[src/rtl/core/tms_pkg.sv]
// Shared types and constants of the triangle median square root block.
// No dependencies; compiled first.
package tms_pkg;

   localparam int MEDIAN_W   = 29;
   localparam int STOP_W     = 16;
   localparam int ITER_W     = 10;
   localparam int CSR_DATA_W = 16;
   localparam int CSR_IDX_W  = 1;

   localparam logic [MEDIAN_W-1:0]  MEDIAN_MAX     = '1;
   localparam logic [CSR_IDX_W-1:0] CSR_STOP_WIDTH = 1'd0;
   localparam logic [CSR_IDX_W-1:0] CSR_ITER_LIMIT = 1'd1;
   localparam logic [STOP_W-1:0]    STOP_WIDTH_RST = 16'd2;
   localparam logic [ITER_W-1:0]    ITER_LIMIT_RST = 10'd1000;

   typedef enum logic [3:0] {
      ST_IDLE,
      ST_SQ_A,
      ST_SQ_B,
      ST_SQ_C,
      ST_VCHK,
      ST_STEP,
      ST_CROSS,
      ST_HIGH,
      ST_CMP,
      ST_FIN
   } state_type;

   typedef enum logic [1:0] {
      SH_NONE,
      SH_ONE,
      SH_CROSS,
      SH_HIGH
   } mac_shift_type;

   typedef struct packed {
      logic          en;
      logic          clr;
      mac_shift_type shift;
   } mac_op_type;

endpackage

[src/rtl/core/tms_req_if.sv]
// Request channel: valid/ready plus the three triangle sides.
// Depends on nothing but its width parameter.
interface tms_req_if #(parameter int SIDE_BITS = 12);
   logic                 valid;
   logic                 ready;
   logic [SIDE_BITS-1:0] side_a;
   logic [SIDE_BITS-1:0] side_b;
   logic [SIDE_BITS-1:0] side_c;

   modport source (output valid, output side_a, output side_b, output side_c, input ready);
   modport sink   (input valid, input side_a, input side_b, input side_c, output ready);
endinterface

[src/rtl/core/tms_rsp_if.sv]
// Response channel: valid/ready plus median length and invalid flag.
// Uses tms_pkg for the median width.
interface tms_rsp_if;
   import tms_pkg::*;
   logic                valid;
   logic                ready;
   logic [MEDIAN_W-1:0] median_length;
   logic                invalid;

   modport source (output valid, output median_length, output invalid, input ready);
   modport sink   (input valid, input median_length, input invalid, output ready);
endinterface

[src/rtl/core/tms_mac.sv]
// Shared multiply-accumulate unit: one HW x HW product per enabled cycle,
// shifted and added into a 4*HW accumulator. Uses tms_pkg for the op struct.
module tms_mac #(
   parameter int HW = 21
) (
   input  logic                clock,
   input  tms_pkg::mac_op_type op,
   input  logic [HW-1:0]       opa,
   input  logic [HW-1:0]       opb,
   output logic [4*HW-1:0]     acc
);
   import tms_pkg::*;

   localparam int AW = 4 * HW;

   logic [2*HW-1:0] prod;
   logic [AW-1:0]   addend;
   logic [AW-1:0]   acc_ff;
   logic [AW-1:0]   acc_in;

   assign prod = opa * opb;

   always_comb begin
      case (op.shift)
         SH_NONE:  addend = AW'(prod);
         SH_ONE:   addend = AW'(prod) << 1;
         SH_CROSS: addend = AW'(prod) << (HW + 1);  // 2*lo*hi term
         SH_HIGH:  addend = AW'(prod) << (2 * HW);
         default:  addend = AW'(prod);
      endcase
      acc_in = op.clr ? addend : acc_ff + addend;
   end

   always_ff @(posedge clock) begin
      if (op.en) begin
         acc_ff <= acc_in;
      end
   end

   assign acc = acc_ff;

endmodule

[src/rtl/core/triangle_median_sqrt_top.sv]
// Triangle median length by fixed-point bisection square root.
// Uses tms_pkg, tms_req_if, tms_rsp_if and tms_mac.
//
// Request channel (req_if): sides a, b, c, taken when valid and ready are
// both high. Response channel (rsp_if): median_length with FRAC_BITS+1
// fraction bits, and invalid when 2b^2 + 2c^2 - a^2 is negative.
// csr_we/csr_index/csr_wdata write stop_width (index 0) and
// iteration_limit (index 1); write them only while the block is idle.
//
// One request at a time: the squares of a, b and c, a sign check, then
// bisection steps on the shared multiplier (three partial products of
// mid^2, then the compare), a final check and the hand-off to the output
// register. There are at most 42 steps at the defaults; invalid and zero
// cases go from the sign check straight to the hand-off. The next request
// can be taken in the cycle after the hand-off.
// The response sits in an output register; a new request is taken while it
// waits. If the receiver stalls with that register full, the next result
// holds in the block and ready stays low until the register frees.
// Reset (synchronous, active high) empties the output and restores the
// register defaults stop_width = 2 and iteration_limit = 1000.
module triangle_median_sqrt_top #(
   parameter int SIDE_BITS = 12,
   parameter int FRAC_BITS = 16
) (
   input  logic                             clock,
   input  logic                             reset,
   tms_req_if.sink                          req_if,
   tms_rsp_if.source                        rsp_if,
   input  logic                             csr_we,
   input  logic [tms_pkg::CSR_IDX_W-1:0]    csr_index,
   input  logic [tms_pkg::CSR_DATA_W-1:0]   csr_wdata
);
   import tms_pkg::*;

   localparam int SQW = 2 * SIDE_BITS;
   localparam int VW  = SQW + 2;
   localparam int MW  = VW + FRAC_BITS;
   localparam int HW  = (MW + 1) / 2;
   localparam int AW  = 4 * HW;
   localparam int DW  = (MW > STOP_W) ? MW : STOP_W;
   localparam int XW  = (MW > MEDIAN_W) ? MW : MEDIAN_W;

   state_type            state_ff, state_in;
   logic [SIDE_BITS-1:0] side_a_ff, side_a_in;
   logic [SIDE_BITS-1:0] side_b_ff, side_b_in;
   logic [SIDE_BITS-1:0] side_c_ff, side_c_in;
   logic [SQW-1:0]       neg_ff, neg_in;
   logic [VW-1:0]        v_ff, v_in;
   logic [MW-1:0]        low_ff, low_in;
   logic [MW-1:0]        high_ff, high_in;
   logic [MW-1:0]        mid_ff, mid_in;
   logic [ITER_W-1:0]    it_ff, it_in;
   logic [MEDIAN_W-1:0]  res_med_ff, res_med_in;
   logic                 res_bad_ff, res_bad_in;
   logic                 rsp_valid_ff, rsp_valid_in;
   logic [MEDIAN_W-1:0]  rsp_med_ff, rsp_med_in;
   logic                 rsp_bad_ff, rsp_bad_in;
   logic [STOP_W-1:0]    stop_w_ff, stop_w_in;
   logic [ITER_W-1:0]    iter_lim_ff, iter_lim_in;

   mac_op_type           mac_op;
   logic [HW-1:0]        mac_a, mac_b;
   logic [AW-1:0]        acc;

   logic [MW:0]          span_sum;
   logic [MW-1:0]        mid_now;
   logic [MW-1:0]        gap;
   logic                 stop_now;
   logic [VW-1:0]        pos;
   logic [VW-1:0]        neg_ext;
   logic [VW-1:0]        diff_v;
   logic [AW-1:0]        target;
   logic                 sq_eq, sq_gt;
   logic [2*HW-1:0]      mid_pad_now, mid_pad_reg;
   logic [MW-1:0]        sat_src;
   logic [MEDIAN_W-1:0]  sat_med;
   logic                 out_free;

   tms_mac #(.HW(HW)) u_mac (
      .clock (clock),
      .op    (mac_op),
      .opa   (mac_a),
      .opb   (mac_b),
      .acc   (acc)
   );

   // bisection arithmetic
   assign span_sum    = (MW + 1)'(low_ff) + (MW + 1)'(high_ff);
   assign mid_now     = span_sum[MW:1];
   assign gap         = high_ff - low_ff;
   assign stop_now    = (it_ff >= iter_lim_ff) || (DW'(gap) < DW'(stop_w_ff));
   assign pos         = acc[VW-1:0];
   assign neg_ext     = VW'(neg_ff);
   assign diff_v      = pos - neg_ext;
   assign target      = AW'(v_ff) << (2 * FRAC_BITS);
   assign sq_eq       = (acc == target);
   assign sq_gt       = (acc > target);
   assign mid_pad_now = (2 * HW)'(mid_now);
   assign mid_pad_reg = (2 * HW)'(mid_ff);
   assign sat_src     = (state_ff == ST_CMP) ? mid_ff : mid_now;
   assign sat_med     = (XW'(sat_src) > XW'(MEDIAN_MAX)) ? MEDIAN_MAX
                                                         : MEDIAN_W'(sat_src);
   assign out_free    = !rsp_valid_ff || rsp_if.ready;

   // next state
   always_comb begin
      state_in = state_ff;
      case (state_ff)
         ST_IDLE:  if (req_if.valid) state_in = ST_SQ_A;
         ST_SQ_A:  state_in = ST_SQ_B;
         ST_SQ_B:  state_in = ST_SQ_C;
         ST_SQ_C:  state_in = ST_VCHK;
         ST_VCHK:  state_in = (neg_ext >= pos) ? ST_FIN : ST_STEP;
         ST_STEP:  state_in = stop_now ? ST_FIN : ST_CROSS;
         ST_CROSS: state_in = ST_HIGH;
         ST_HIGH:  state_in = ST_CMP;
         ST_CMP:   state_in = sq_eq ? ST_FIN : ST_STEP;
         ST_FIN:   if (out_free) state_in = ST_IDLE;
         default:  state_in = ST_IDLE;
      endcase
   end

   // unit control
   always_comb begin
      req_if.ready = 1'b0;
      mac_op       = '{en: 1'b0, clr: 1'b0, shift: SH_NONE};
      mac_a        = '0;
      mac_b        = '0;
      case (state_ff)
         ST_IDLE: begin
            req_if.ready = 1'b1;
         end
         ST_SQ_A: begin
            mac_op = '{en: 1'b1, clr: 1'b1, shift: SH_NONE};
            mac_a  = HW'(side_a_ff);
            mac_b  = HW'(side_a_ff);
         end
         ST_SQ_B: begin
            mac_op = '{en: 1'b1, clr: 1'b1, shift: SH_ONE};
            mac_a  = HW'(side_b_ff);
            mac_b  = HW'(side_b_ff);
         end
         ST_SQ_C: begin
            mac_op = '{en: 1'b1, clr: 1'b0, shift: SH_ONE};
            mac_a  = HW'(side_c_ff);
            mac_b  = HW'(side_c_ff);
         end
         ST_STEP: begin
            mac_op = '{en: 1'b1, clr: 1'b1, shift: SH_NONE};
            mac_a  = mid_pad_now[HW-1:0];
            mac_b  = mid_pad_now[HW-1:0];
         end
         ST_CROSS: begin
            mac_op = '{en: 1'b1, clr: 1'b0, shift: SH_CROSS};
            mac_a  = mid_pad_reg[HW-1:0];
            mac_b  = mid_pad_reg[2*HW-1:HW];
         end
         ST_HIGH: begin
            mac_op = '{en: 1'b1, clr: 1'b0, shift: SH_HIGH};
            mac_a  = mid_pad_reg[2*HW-1:HW];
            mac_b  = mid_pad_reg[2*HW-1:HW];
         end
         default: begin
         end
      endcase
   end

   // datapath next values
   always_comb begin
      side_a_in    = side_a_ff;
      side_b_in    = side_b_ff;
      side_c_in    = side_c_ff;
      neg_in       = neg_ff;
      v_in         = v_ff;
      low_in       = low_ff;
      high_in      = high_ff;
      mid_in       = mid_ff;
      it_in        = it_ff;
      res_med_in   = res_med_ff;
      res_bad_in   = res_bad_ff;
      rsp_valid_in = rsp_valid_ff;
      rsp_med_in   = rsp_med_ff;
      rsp_bad_in   = rsp_bad_ff;
      stop_w_in    = stop_w_ff;
      iter_lim_in  = iter_lim_ff;

      if (rsp_valid_ff && rsp_if.ready) begin
         rsp_valid_in = 1'b0;
      end

      case (state_ff)
         ST_IDLE: begin
            if (req_if.valid) begin
               side_a_in = req_if.side_a;
               side_b_in = req_if.side_b;
               side_c_in = req_if.side_c;
            end
         end
         ST_SQ_B: begin
            neg_in = acc[SQW-1:0];
         end
         ST_VCHK: begin
            res_bad_in = (neg_ext > pos);
            res_med_in = '0;
            v_in       = diff_v;
            low_in     = '0;
            high_in    = MW'(diff_v) << FRAC_BITS;
            it_in      = '0;
         end
         ST_STEP: begin
            mid_in = mid_now;
            if (stop_now) begin
               res_med_in = sat_med;
            end
         end
         ST_CMP: begin
            if (sq_eq) begin
               res_med_in = sat_med;
            end else if (sq_gt) begin
               high_in = mid_ff;
            end else begin
               low_in = mid_ff;
            end
            it_in = it_ff + 1'b1;
         end
         ST_FIN: begin
            if (out_free) begin
               rsp_valid_in = 1'b1;
               rsp_med_in   = res_med_ff;
               rsp_bad_in   = res_bad_ff;
            end
         end
         default: begin
         end
      endcase

      if (csr_we) begin
         case (csr_index)
            CSR_STOP_WIDTH: stop_w_in   = csr_wdata[STOP_W-1:0];
            CSR_ITER_LIMIT: iter_lim_in = csr_wdata[ITER_W-1:0];
            default: begin
            end
         endcase
      end
   end

   always_ff @(posedge clock) begin
      if (reset) begin
         state_ff     <= ST_IDLE;
         rsp_valid_ff <= 1'b0;
         stop_w_ff    <= STOP_WIDTH_RST;
         iter_lim_ff  <= ITER_LIMIT_RST;
      end else begin
         state_ff     <= state_in;
         rsp_valid_ff <= rsp_valid_in;
         stop_w_ff    <= stop_w_in;
         iter_lim_ff  <= iter_lim_in;
      end
   end

   always_ff @(posedge clock) begin
      side_a_ff  <= side_a_in;
      side_b_ff  <= side_b_in;
      side_c_ff  <= side_c_in;
      neg_ff     <= neg_in;
      v_ff       <= v_in;
      low_ff     <= low_in;
      high_ff    <= high_in;
      mid_ff     <= mid_in;
      it_ff      <= it_in;
      res_med_ff <= res_med_in;
      res_bad_ff <= res_bad_in;
      rsp_med_ff <= rsp_med_in;
      rsp_bad_ff <= rsp_bad_in;
   end

   assign rsp_if.valid         = rsp_valid_ff;
   assign rsp_if.median_length = rsp_med_ff;
   assign rsp_if.invalid       = rsp_bad_ff;

endmodule

[src/flat_wrapper.sv]
// flat-port wrapper written by rule: the top's interface ports become plain ports
module triangle_median_sqrt_top_flat import tms_pkg::*;
#(
   parameter int SIDE_BITS = 12,
   parameter int FRAC_BITS = 16
)
  (clock, reset, csr_we, csr_index, csr_wdata, req_if_valid, req_if_side_a, req_if_side_b, req_if_side_c, req_if_ready, rsp_if_valid, rsp_if_median_length, rsp_if_invalid, rsp_if_ready);
  tms_req_if #(.SIDE_BITS(SIDE_BITS)) req_if_i ();
  tms_rsp_if rsp_if_i ();
  input  logic clock;
  input  logic reset;
  input  logic csr_we;
  input  logic [tms_pkg::CSR_IDX_W-1:0] csr_index;
  input  logic [tms_pkg::CSR_DATA_W-1:0] csr_wdata;
  input wire logic [$bits(req_if_i.valid)-1:0] req_if_valid;
  input wire logic [$bits(req_if_i.side_a)-1:0] req_if_side_a;
  input wire logic [$bits(req_if_i.side_b)-1:0] req_if_side_b;
  input wire logic [$bits(req_if_i.side_c)-1:0] req_if_side_c;
  output wire logic [$bits(req_if_i.ready)-1:0] req_if_ready;
  output wire logic [$bits(rsp_if_i.valid)-1:0] rsp_if_valid;
  output wire logic [$bits(rsp_if_i.median_length)-1:0] rsp_if_median_length;
  output wire logic [$bits(rsp_if_i.invalid)-1:0] rsp_if_invalid;
  input wire logic [$bits(rsp_if_i.ready)-1:0] rsp_if_ready;
  assign req_if_i.valid = req_if_valid;
  assign req_if_i.side_a = req_if_side_a;
  assign req_if_i.side_b = req_if_side_b;
  assign req_if_i.side_c = req_if_side_c;
  assign req_if_ready = req_if_i.ready;
  assign rsp_if_valid = rsp_if_i.valid;
  assign rsp_if_median_length = rsp_if_i.median_length;
  assign rsp_if_invalid = rsp_if_i.invalid;
  assign rsp_if_i.ready = rsp_if_ready;
  triangle_median_sqrt_top #(.SIDE_BITS(SIDE_BITS), .FRAC_BITS(FRAC_BITS)) u_core (.clock(clock), .reset(reset), .req_if(req_if_i), .rsp_if(rsp_if_i), .csr_we(csr_we), .csr_index(csr_index), .csr_wdata(csr_wdata));
endmodule
[config.mk]
export PLATFORM = sky130hd
export DESIGN_NAME = triangle_median_sqrt_top_flat
export DESIGN_NICKNAME = d
export VERILOG_FILES = /design/src/rtl/core/tms_pkg.sv /design/src/rtl/core/tms_req_if.sv /design/src/rtl/core/tms_rsp_if.sv /design/src/rtl/core/tms_mac.sv /design/src/rtl/core/triangle_median_sqrt_top.sv /design/src/flat_wrapper.sv
export SDC_FILE = /design/constraint.sdc
export NUM_CORES = 2
export LEC_CHECK = 0
export BUFFER_PORTS_ARGS = -buffer_cell sky130_fd_sc_hd__buf_2
export CORE_ASPECT_RATIO = 0.8
export CORE_MARGIN = 1.5
export CORE_UTILIZATION = 60
export DETAILED_ROUTE_END_ITERATION = 10
export PLACE_DENSITY_LB_ADDON = 0.1
export SLEW_MARGIN = 30
export SYNTH_ARGS = -nofsm -noshare
export SYNTH_HDL_FRONTEND = slang
export SYNTH_SLANG_ARGS = --single-unit
[constraint.sdc]
create_clock -name clock -period 14 [get_ports clock]
set_clock_uncertainty 0.15 [all_clocks]
set_input_delay 0 -clock clock [delete_from_list [all_inputs] [get_ports clock]]
set_output_delay 0 -clock clock [all_outputs]
set_load 0.005 [all_outputs]
* After elaboration in Yosys (flattened, before gate mapping)
Cells that the tools add are included.
W data, S select, Z words.
** Word-level totals
- RAM bits :: 0
- Register bits :: 397
- Bits of input ports :: 58
- Bits in latches :: 0
- Memories kept :: 0
- Logic and storage cells :: 96
- ROM bits :: 0
** Cells by class
- Bitwise gates (word level) :: 1
- Shift-type cells :: 0
- Multipliers :: 1
- Mux-type cells :: 27
- Reduce and logical (&&, ||, !) cells :: 18
- Div/mod/pow operators :: 0
- Eq/ne operators :: 20
- Add/subtract/negate cells :: 5
- $lt $le $gt $ge :: 6
** Operators by type and width (number)
- $pmux W84 S4 :: 1
- $mux W42 :: 5
- $pmux W42 S2 :: 2
- $pmux W21 S6 :: 1
- $pmux W21 S5 :: 1
- $mux W29 :: 3
- $pmux W29 S3 :: 1
- $add A84 B84 Y84 :: 1
- $eq A84 B58 Y1 :: 1
- $gt A84 B58 Y1 :: 1
- $mux W84 :: 1
- $add A42 B42 Y43 :: 1
- $gt A42 B29 Y1 const B :: 1
- $lt A42 B16 Y1 :: 1
- $mul A21 B21 Y42 :: 1
- $sub A42 B42 Y42 :: 1
- $pmux W4 S10 :: 1
- $ge A24 B26 Y1 :: 1
- $gt A24 B26 Y1 :: 1
- $sub A26 B24 Y26 :: 1
- $mux W4 :: 5
- $pmux W10 S2 :: 1
- $pmux W4 S5 :: 1
- $eq A4 B3 Y1 const B :: 4
- 21 further kinds :: 40

* Logic depth before layout (Yosys ltp)
- Depth in word-level cells :: 7
- Depth in mapped cells :: 55
- Gate-level depth less buffers :: 53

* Hierarchy
Synthesis repeated with hierarchy kept, for this count alone.
** Unflattened totals
- Cell total of the unflattened synthesis :: 5037
- Area, all modules :: 44948.1 µm²
** Modules (own cells, without submodules)
- tms_mac :: times used 1, area an instance 24787.5 µm², cells an instance 3003
- triangle_median_sqrt_top :: times used 1, area an instance 20160.6 µm², cells an instance 2034

* Least setup slack after synthesis
Ideal clock, no wire load.
- Kind :: reg-to-reg
- From :: reg u_core.state_ff[0]
- To :: reg u_core.u_mac.acc_ff[78], in the netlist u_core.u_mac.acc[78] (data pin)
- Arrival time :: 11.861 ns
- Setup time :: 0.266 ns
- Cell stages (with the launch flop) :: 41
- Path slack :: 1.723 ns
- Cells stage by stage :: dfxtp_1 buf_1 nor2b_1 nand2_1 inv_1 clkbuf_1 a21boi_0 clkbuf_1 nor2_1 fa_1 fa_1 fa_1 fa_1 fa_1 fa_1 inv_1 fa_1 inv_1 (+5 left out) a21oi_1 o211ai_1 xnor2_1 o22a_1 o21ai_0 ha_1 a21o_1 a211o_1 a221o_1 nor2_1 nor4_1 a211o_1 a311oi_1 o211ai_1 a21oi_1 o311ai_0 xnor2_1 nor2_1
** Between the ends
- Longest elaborated chain between the ends :: 7
- Elaborated cells between the ends (all ways) :: 19
- Those cells by class :: add/sub (1); mul (1); eq/ne (9); mux (5); reduce/logical (3)
** Ends and longest elaborated chain
- start: declaration :: line triangle_median_sqrt_top.sv:43 : state_type state_ff, state_in;
- start signal: assignment :: line triangle_median_sqrt_top.sv:254 : state_ff <= state_in;
- $eq A4 B3 Y1 or $eq A4 B1 Y1 (tied branches) :: line triangle_median_sqrt_top.sv:129 : case (state_ff)
- $reduce_or A2 Y1 (no line)
- $pmux W21 S5 or $pmux W4 S5 (tied branches) :: line triangle_median_sqrt_top.sv:129
- $mul A21 B21 Y42, or another cell as far along :: line tms_mac.sv:21 : assign prod = opa * opb;
- $pmux W84 S4 :: line tms_mac.sv:24 : case (op.shift)
- $add A84 B84 Y84 :: line tms_mac.sv:31 : acc_in = op.clr ? addend : acc_ff + addend;
- $mux W84 * :: line tms_mac.sv:31
- named net u_core.u_mac.acc_in[78] :: line tms_mac.sv:19 : logic [AW-1:0] acc_in;
- end signal: assignment :: line tms_mac.sv:36 : acc_ff <= acc_in;
- end: declaration :: line tms_mac.sv:18 : logic [AW-1:0] acc_ff;
Mark *: on every way through the listed nets, which the timed path passes. The rest lies on a longest branch.
A chain may end at the register's enable or synchronous reset.

* Worst setup path in the final report
- From :: reg u_core.low_ff[0]
- To :: reg u_core.u_mac.acc_ff[78], in the netlist u_core.u_mac.acc[78] (data pin)
** Between the ends
- Longest elaborated chain between the ends :: 6
- Elaborated cells between the ends (all ways) :: 7
- Those cells by class :: add/sub (2); mul (1); mux (4)
** Ends and longest elaborated chain
- start: declaration :: line triangle_median_sqrt_top.sv:49 : logic [MW-1:0] low_ff, low_in;
- start signal: assignment :: line triangle_median_sqrt_top.sv:267 : low_ff <= low_in;
- $add A42 B42 Y43 * :: line triangle_median_sqrt_top.sv:88 : assign span_sum = (MW + 1)'(low_ff) + (MW + 1)'(high_ff);
- $pmux W21 S6 or $pmux W21 S5 (tied branches) :: line triangle_median_sqrt_top.sv:129
- $mul A21 B21 Y42 * :: line tms_mac.sv:21
- $pmux W84 S4 * :: line tms_mac.sv:24
- $add A84 B84 Y84 :: line tms_mac.sv:31
- $mux W84 * :: line tms_mac.sv:31
- named net u_core.u_mac.acc_in[78] :: line tms_mac.sv:19
Marks and branches as above.

==> run_results.csv <==
group,metric,value,unit
route,ant_nets,0,
route,wl_per_cell,24.7,um
synthesis,yosys.area.top_type,"edfxtp_1",
timing,fin_crit_sh,0.967,
route,wl,148,mm
critical_path,crit_arrival,13.70,ns
route,drt_iter0_drc,4603,
route,drtPass1Iterations,11,
timing,max_slew.worst_pin.slew,0.956,ns
synthesis,yosysMostFrequentCell,"inv_1",
pwr,powerDensity,144,nW/um2
timing,final.setup.tns,0,ns
clocking,numCtsBuffers,44,
synthesis,ys_seq_area_frac,0.271,
critical_path,r2r_slack,0.46,ns
critical_path,cp.required,14.16,ns
timing,slew_viol_final,0,
timing,hold_viol,0,
floorplan,dieArea,73100,um2
clocking,tritoncts,"done",
hold_path,hp-class,"in -> reg",
synthesis,ys.flop_type,"edfxtp_1",
place,dp.cells,5774,
timing,setup_violations,0,
flow_run,drv_cap,0,
outcome,violations,"design-rule violations",
clocking,cts_max_level,2,
global_routing,grt_pass1_vias,36300,
final_layout,final_area,47900,um2
route,via_per_inst,6.35,
clocking,worstSkewPairLatency,0.63,ns
critical_path,cpLargestDelayFamily,"adder cells",
floorplan,die_h,242,um
critical_path,path_class,"reg -> reg",
critical_path,endpoint_kind,"flop",
final_layout,drive_gt1_frac,0.0808,
critical_path,start_kind,"flop",
synthesis,syn_nets,5646,
global_routing,grt_pass1_wl,223,mm
synthesis,async_flop_share,0,
route,vias,38100,
critical_path,crit_buf_inv,5,
place,dp_hpwl,116,mm
place,io_buffers,89,
outcome,status,"finished with violations",
synthesis,synth_top_area_frac,0.256,
floorplan,io_pins,90,
pwr,power_leakage,21.7,nW
floorplan,start_util,0.607,
final_layout,layout.cells.non_filler,5996,
pwr,ir_worst_vdd,0.183,mV
global_routing,antenna_found_initial,6,
clocking,cts.sinks,397,
floorplan,core_region_area,70600,um2
synthesis,syn_avg_cell_area,8.88,um2
timing,fin_crit,13.54,ns
critical_path,crit_top_cell,"fa_1",
critical_path,worstReg2RegEnd,"u_core.u_mac.acc[78]$_DFFE_PP_",
hold_path,hold_depth,4,
clocking,cts_buffer_depth,3,
clocking,cts-root-buf,"clkbuf_16",
clocking,clk_pin_slew_worst_paths,0.06,ns
critical_path,cp_slowest_cell,"fa_1",
synthesis,synthTopCellsByCount,"inv_1, nand2_1, nor2_1",
critical_path,r2r-start,"u_core.low_ff[0]$_SDFFCE_PN0P_",
hold_path,min_from,"csr_wdata[13]",
place,postPlaceCellArea,44700,um2
critical_path,slowest_delay,0.55,ns
hold_path,hold_path_end,"u_core.stop_w_ff[13]$_SDFFE_PP0P_",
global_routing,overflow,0,
timing,max_clock_freq,73.9,MHz
floorplan,dieWidth,302,um
floorplan,rows,87,
global_routing,grt_max_degree,68,
timing,relSlewSlack,0.359,
synthesis,yosysWarningCount,0,
synthesis,synth_edf_count,366,
synthesis,ys_top_cells_by_area,"edfxtp_1, fa_1, ha_1",
place,gp_congestion,1.03,
critical_path,ff2ff_path_depth,51,
synthesis,syn_inst,4832,
final_layout,final_nets,5839,
global_routing,track_usage,0.405,
synthesis,syn_area,42900,um2
final_layout,post-route-util,0.678,
critical_path,crit_fanout,6,
synthesis,synthDistinctLibCells,85,
synthesis,synth-seq-cells,397,
final_layout,num-fill-cells,5692,
final_layout,areaGrowthSynthToFinish,11.6,%
pwr,finalPower,6.90,mW
route,drc,18,
cells in the final DEF, fill, tap and decap left out, types with 20 or more instances in the layout:
master,count
buf_2,89
o31ai_1,22
a21oi_1,358
dlygate4sd3_1,125
xnor2_1,124
nand2b_1,40
nand4_1,53
fa_1,362
nand2_1,506
ha_1,386
dfxtp_1,30
and3_1,75
buf_4,136
nor4_1,39
o211ai_1,27
edfxtp_1,366
nor2b_1,39
or3_1,26
o21bai_1,50
inv_1,680
a211oi_1,20
o22ai_1,47
mux2i_1,25
nor3_1,44
a31oi_1,25
xor2_1,70
clkbuf_16,46
o21ai_0,196
o21a_1,36
a21o_1,141
nor2_1,472
nand3_1,62
repair_timing:
item,CTS,global route
hold buffers,125,0
endpoints found under the hold margin,103,0
buffers inserted,0,14
pin swaps,0,15
gates resized for setup,2,55
endpoints found under the setup margin,7,30
worst max path at each step:
stage / startpoint / to / cells after the start
after floorplan: u_core.state_ff[0]$_SDFFE_PP0P_ / u_core.u_mac.acc[78]$_DFFE_PP_ / 40
after global placement: u_core.high_ff[0]$_SDFFCE_PN0P_ / u_core.u_mac.acc[78]$_DFFE_PP_ / 52
after detailed placement: u_core.low_ff[0]$_SDFFCE_PN0P_ / u_core.u_mac.acc[78]$_DFFE_PP_ / 52
after CTS: u_core.low_ff[0]$_SDFFCE_PN0P_ / u_core.u_mac.acc[78]$_DFFE_PP_ / 53
after global routing: u_core.high_ff[1]$_SDFFCE_PN0P_ / u_core.u_mac.acc[78]$_DFFE_PP_ / 51
final: u_core.low_ff[0]$_SDFFCE_PN0P_ / u_core.u_mac.acc[78]$_DFFE_PP_ / 51
cells by family after synthesis:
logic type,after synthesis,share of synthesized area
xor gates and xnor gates,204,0.0417
adders and majority gates,756,0.284
DFF,397,0.271
muxes,36,0.00872
and+or+nand+nor,1434,0.151
buffers and inverters,890,0.0785
AOI/OAI and AO/OA,1115,0.166
sequential cells by signal, indices dropped and copies added, names as in the netlist, 4 cells and up:
name and flops:
u_core.low_ff 42, u_core.side_c_ff 12, u_core.neg_ff 24, u_core.iter_lim_ff 10
u_core.v_ff 26, u_core.res_med_ff 29, u_core.side_b_ff 12, u_core.high_ff 42
u_core.side_a_ff 12, u_core.state_ff 4, u_core.stop_w_ff 16, u_core.rsp_if.median_length 29
u_core.u_mac.acc 84, u_core.it_ff 10, u_core.mid_ff 42
area by class of cell:
cell class	instances	area, um2	share of cell area
flip-flops and latches	397	11600	0.243
inverters	683	2560	0.0536
repair buffers	354	2790	0.0582
well taps	934	1170	0.0244
clock buffers	60	1230	0.0258
clock inverters	21	254	0.00531
multi-input cells	3545	28200	0.590
diodes	2	5.00	0.000105
through the flow:
step | setup WS (ns) | hold WS, ns
finish | 0.462 | 0.0449
global route | -0.0848 | 0.0707
CTS | 0.0826 | 0.0228
detailed placement | -0.00652 | 0.0282
global placement | 0.150 | 0.0270
floorplan | 1.72 | -0.0557
report_power, final:
part / switching [mW] / total [mW] / internal, mW
registers: 0.208 / 1.84 / 1.63
clock network: 0.550 / 1.23 / 0.684
logic: 2.50 / 3.83 / 1.32
layer usage:
layer	routed length, um	vias to the layer above	track usage
li1	-	16900	-
met1	60700	18400	0.594
met2	61900	2406	0.581
met3	19200	356	0.0957
met4	6350	2	0.148
met5	19	-	0
worst min-delay path: cells and delay by family:
| kind | cells | cell delay (ns) |
|---|---|---|
| AO/OA/AOI/OAI | 1 | 0.06 |
| buffers and inverters | 2 | 0.65 |
| AND/OR/NAND/NOR | 1 | 0.06 |
No activity file was read; power rests on OpenSTA's default activity.
